**config.mk**
```make
export PLATFORM = sky130hd
export DESIGN_NAME = salru_front
export DESIGN_NICKNAME = d
export VERILOG_FILES = /design/src/rtl/assert_macros.svh /design/src/rtl/salru_pkg.sv /design/src/rtl/salru_front.sv
export SDC_FILE = /design/constraint.sdc
export NUM_CORES = 1
export LEC_CHECK = 0
export BUFFER_PORTS_ARGS = -buffer_cell sky130_fd_sc_hd__buf_2
export CORE_MARGIN = 2
export CORE_UTILIZATION = 50
export CTS_CLUSTER_SIZE = 28
export DETAILED_ROUTE_END_ITERATION = 10
export HOLD_SLACK_MARGIN = 0.15
export PLACE_DENSITY = 0.75
export SYNTH_ARGS = -nofsm -noshare
export SYNTH_HDL_FRONTEND = slang
export SYNTH_SLANG_ARGS = --single-unit
export TNS_END_PERCENT = 1
```
**constraint.sdc**
```tcl
create_clock -name clk -period 5.1 [get_ports clk]
set_clock_uncertainty 0.15 [all_clocks]
set_input_delay 1.02 -clock clk [delete_from_list [all_inputs] [get_ports clk]]
set_output_delay 1.02 -clock clk [all_outputs]
set_load 0.1 [all_outputs]
```
**src/rtl/assert_macros.svh**
```systemverilog
// assertion helpers shared by the rtl
`ifndef ASSERT_MACROS_SVH
`define ASSERT_MACROS_SVH

// check a property on every rising clock edge outside reset
`define ASSERT_CLK(lbl, clk_s, rst_s, prop) \
  lbl: assert property (@(posedge clk_s) disable iff (rst_s) (prop)) else $error("assertion failed");

// check a property including during reset
`define ASSERT_ALWAYS(lbl, clk_s, prop) \
  lbl: assert property (@(posedge clk_s) (prop)) else $error("assertion failed");

`endif

```
**src/rtl/salru_pkg.sv**
```systemverilog
// ----------------------------------------------------------------------------
// salru_pkg
// shared types and codes for the set associative cache lookup
// ----------------------------------------------------------------------------
`default_nettype none

package salru_pkg;

  localparam logic [1:0] ACT_INSTR = 2'd0;
  localparam logic [1:0] ACT_READ  = 2'd1;
  localparam logic [1:0] ACT_WRITE = 2'd2;
  localparam logic [1:0] ACT_OTHER = 2'd3;

  localparam logic [1:0] REG_OFFSET_BITS = 2'd0;
  localparam logic [1:0] REG_INDEX_BITS  = 2'd1;
  localparam logic [1:0] REG_ACTIVE_WAYS = 2'd2;

  // request handed from the front to the back
  typedef struct packed {
    logic [1:0]  action;
    logic [63:0] tag;
    logic [15:0] set;
  } salru_req_t;

endpackage

`default_nettype wire

```
**src/rtl/salru_front.sv**
```systemverilog
// ----------------------------------------------------------------------------
// salru_front
// splits the address into set and tag and queues the request
// ----------------------------------------------------------------------------
`default_nettype none

module salru_front
  import salru_pkg::*;
#(
  parameter int SETS = 256
) (
  input  wire logic        clk,
  input  wire logic        rst,
  input  wire logic [3:0]  offset_bits,
  input  wire logic [3:0]  index_bits,
  input  wire logic        in_valid,
  output logic             in_ready,
  input  wire logic [1:0]  in_action,
  input  wire logic [63:0] in_address,
  output logic             q_valid,
  input  wire logic        q_ready,
  output salru_req_t       q_req
);

  localparam int SW = (SETS > 1) ? $clog2(SETS) : 1;

  salru_req_t slot [2];
  logic       rd_ptr;
  logic       wr_ptr;
  logic [1:0] count;
  salru_req_t req_in;
  logic [63:0] shifted;
  logic [63:0] imask;
  logic [4:0]  tag_sh;
  logic        push;
  logic        pop;

  always_comb begin
    shifted = in_address >> offset_bits;
    imask   = (64'd1 << index_bits) - 64'd1;
    tag_sh  = {1'b0, offset_bits} + {1'b0, index_bits};
    req_in.action = in_action;
    req_in.tag    = in_address >> tag_sh;
    req_in.set    = '0;
    req_in.set[SW-1:0] = (SETS > 1) ? shifted[SW-1:0] & imask[SW-1:0] : '0;
  end

  assign in_ready = (count != 2'd2);
  assign q_valid  = (count != 2'd0);
  assign q_req    = slot[rd_ptr];
  assign push     = in_valid && in_ready;
  assign pop      = q_valid && q_ready;

  always_ff @(posedge clk) begin
    if (push) begin
      slot[wr_ptr] <= req_in;
    end
    if (rst) begin
      rd_ptr <= 1'b0;
      wr_ptr <= 1'b0;
      count  <= 2'd0;
    end else begin
      if (push) wr_ptr <= ~wr_ptr;
      if (pop) rd_ptr <= ~rd_ptr;
      count <= count + {1'b0, push} - {1'b0, pop};
    end
  end

endmodule

`default_nettype wire

```
==> results.sh <==
export IMPL_outcome="complete, no violations"
export IMPL_tightest_slew_ns=0.952
export IMPL_grt_antenna_before_repair=0
export IMPL_synth_area_leader_cell="edfxtp_1"
export IMPL_min_period_ns=4.10
export IMPL_htree_levels=4
export IMPL_drt_iter0_markers=963
export IMPL_grt_pass1_wl_mm=38.8
export IMPL_area_growth_pct=15.5
export IMPL_postCtsSetupBuffers=0
export IMPL_port_buffers=153
export IMPL_routedWlPerCell_um=21.1
export IMPL_yosys_top_cells_area="edfxtp_1, mux2_2, mux2i_1"
export IMPL_setup_tns_ns=0
export IMPL_drt_vias_per_instance=6.01
export IMPL_fp_row_count=52
export IMPL_netlist_area_leader_share_pct=43.9
export IMPL_critPathKind="in -> reg"
export IMPL_comb_power_share_pct=54.7
export IMPL_grt_ovfl_total=0
export IMPL_drcViolationCount=0
export IMPL_tritoncts="built"
export IMPL_arrival_ns=4.07
export IMPL_fillers=1664
export IMPL_clkLatencyLatePin_ns=0.42
export IMPL_postSynthCellCount=796
export IMPL_fmax_mhz=244
export IMPL_grt_max_degree=68
export IMPL_final_cell_mix="buf_2, edfxtp_1, mux2i_1"
export IMPL_core_mm2=0.0200
export IMPL_switching_share_pct=50.7
export IMPL_async_flop_share_pct=0
export IMPL_dieArea_mm2=0.0214
export IMPL_crit_required_ns=5.07
export IMPL_post_route_period_util_pct=80.4
export IMPL_max_cap_violations=0
export IMPL_yosysSeqAreaShare_pct=44.9
export IMPL_layout_drive_gt1_share_pct=40.7
export IMPL_slew_headroom_pct=36.4
export IMPL_diodes=0
export IMPL_dp_hpwl_mm=18.9
export IMPL_powerDensity_mw_per_mm2=593
export IMPL_ant_nets=0
export IMPL_track_usage_pct=23.5
export IMPL_synth_avg_cell_area_um2=12.7
export IMPL_cts_buffers=17
export IMPL_p_leak_nw=4.66
export IMPL_ys_seq_elements=153
export IMPL_cts_max_path_buffers=2
export IMPL_grt_pass1_vias=6818
export IMPL_root_buffer="clkbuf_16"
export IMPL_setup_violations=0
export IMPL_postCtsHoldBufs=0
export IMPL_vias=7257
export IMPL_clock_sinks=153
export IMPL_first_pass_iters=5
export IMPL_num_nets_final=1010
export IMPL_synthFlopType="edfxtp_1"
export IMPL_cts_resized=0
export IMPL_synth_cell_types=55
export IMPL_p_int_mw=3.42
export IMPL_ys_warn_count=0
export IMPL_cts_clk_slew_worst_paths_ns=0.06
export IMPL_endpoint_kind="register"
export IMPL_synth_edf_count=148
export IMPL_design_portCount=162
export IMPL_die_h_um=146
export IMPL_ir_worst_vdd_mv=0.371
export IMPL_synth_area_mm2=0.0101
export IMPL_rsz0062_at_grt="no"
export IMPL_p_total_mw=6.93
export IMPL_die_x_um=146
export IMPL_finalHoldViolations=0
export IMPL_seqPwrFrac_pct=26.8
export IMPL_final_common_cell="buf_2"
export IMPL_floorplan_initialDensity_pct=50.5
export IMPL_gp_congestion=0.913
export IMPL_p_clk_share_pct=18.5
export IMPL_drt_wl_total_mm=25.4
export IMPL_min_path_type="reg -> reg"
export IMPL_setup_worst_path_start_class="primary input"
export IMPL_power_switching_mw=3.51
export IMPL_drv_slew=0
export IMPL_critPathMaxFanout=23
## layout make-up
class	instances	area, um^2	area share (%)
Clock inverter	15	179	1.53
Multi-Input combinational cell	574	5230	44.8
Sequential cell	153	4550	38.9
Timing Repair Buffer	172	946	8.09
Clock buffer	17	425	3.64
Tap cell	270	338	2.89
Inverter	6	22.5	0.193
## through the flow
step / utilization, % / instance area [um^2] / cells / hold WS, ns / setup slack, ns
CTS: 58.3 / 11700 / 1207 / 0.377 / 1.04
detailed placement: 55.3 / 11100 / 1175 / 0.363 / 0.602
finish: 58.3 / 11700 / 1207 / 0.379 / 0.999
floorplan: - / 10100 / 803 / 0.331 / 1.17
global route: 58.3 / 11700 / 1207 / 0.396 / 0.882
global placement: 55.3 / 11100 / 1175 / 0.343 / 0.631
## routing by layer
layer | part of all wire [%] | global-route usage [%] | vias to the layer above
met5 | 0 | 0 | -
met2 | 44 | 34.3 | 362
met3 | 7.8 | 4.03 | 21
li1 | - | - | 3325
met4 | 0.83 | 4.61 | 0
met1 | 47 | 37.0 | 3549
## power groups by stage
stage	registers (mW)	clock network [mW]	logic (mW)
after floorplan	1.84	0	3.13
after global placement	1.87	0	3.74
after detailed placement	1.89	0	3.76
after CTS	1.86	1.29	3.77
after global routing	1.88	1.34	3.93
final	1.86	1.28	3.79
## logic make-up (layout without fill, tap and decap cells)
group | Yosys count | in the layout | synth area share (%)
and+or+nand+nor | 157 | 157 | 6.85
muxes | 299 | 299 | 35.3
other | 1 | 8 | 0.0371
xor gates and xnor gates | 9 | 9 | 0.853
adders and majority gates | 8 | 8 | 1.06
AOI/OAI and AO/OA | 93 | 93 | 6.80
buffers and inverters | 76 | 210 | 4.21
DFF | 153 | 153 | 44.9
## cell usage after synthesis, drive strengths merged (2+ instances only)
library cell / instances
a31oi: 2
nor3: 4
edfxtp: 148
o211ai: 7
ha: 7
buf: 45
nand3b: 3
xor2: 5
nand2b: 2
clkinv: 2
o311ai: 2
a21o: 4
a221oi: 8
a21oi: 8
nand3: 26
a211oi: 10
a22o: 2
nand2: 62
clkbuf: 25
dfxtp: 5
nor2: 41
inv: 4
nor2b: 3
xnor2: 4
o22ai: 4
o221a: 3
mux4: 32
and3: 10
mux2: 133
and2: 2
nor3b: 2
o211a: 9
mux2i: 134
o21ai: 26
o2bb2ai: 4
## worst paths after layout
kind / from / slack [ns] / endpoint / cells past startpoint
setup / recovery: offset_bits[0] / 1.0 / slot[0][38]$_DFFE_PP_ / 9
hold / removal: rd_ptr$_SDFFE_PP0P_ / 0.38 / rd_ptr$_SDFFE_PP0P_ / 2
setup reg to reg: count[0]$_SDFF_PP0_ / 2.89 / slot[1][54]$_DFFE_PP_ / 3
hold reg to reg: rd_ptr$_SDFFE_PP0P_ / 0.38 / rd_ptr$_SDFFE_PP0P_ / 2
## critical path: stages
cell     delay, ns
buf_2         0.15
ha_2          0.22
fa_4          1.02
buf_4         0.31
mux2i_1       0.43
mux2_2        0.24
mux2i_1       0.11
o21ai_0       0.31
mux2i_1       0.23
## state kept, by name, indices dropped and copies added (netlist names), named ones only
signal and cells:
rd_ptr 1, count 2, slot 148, wr_ptr 1
(Power assumes the default switching activity.)
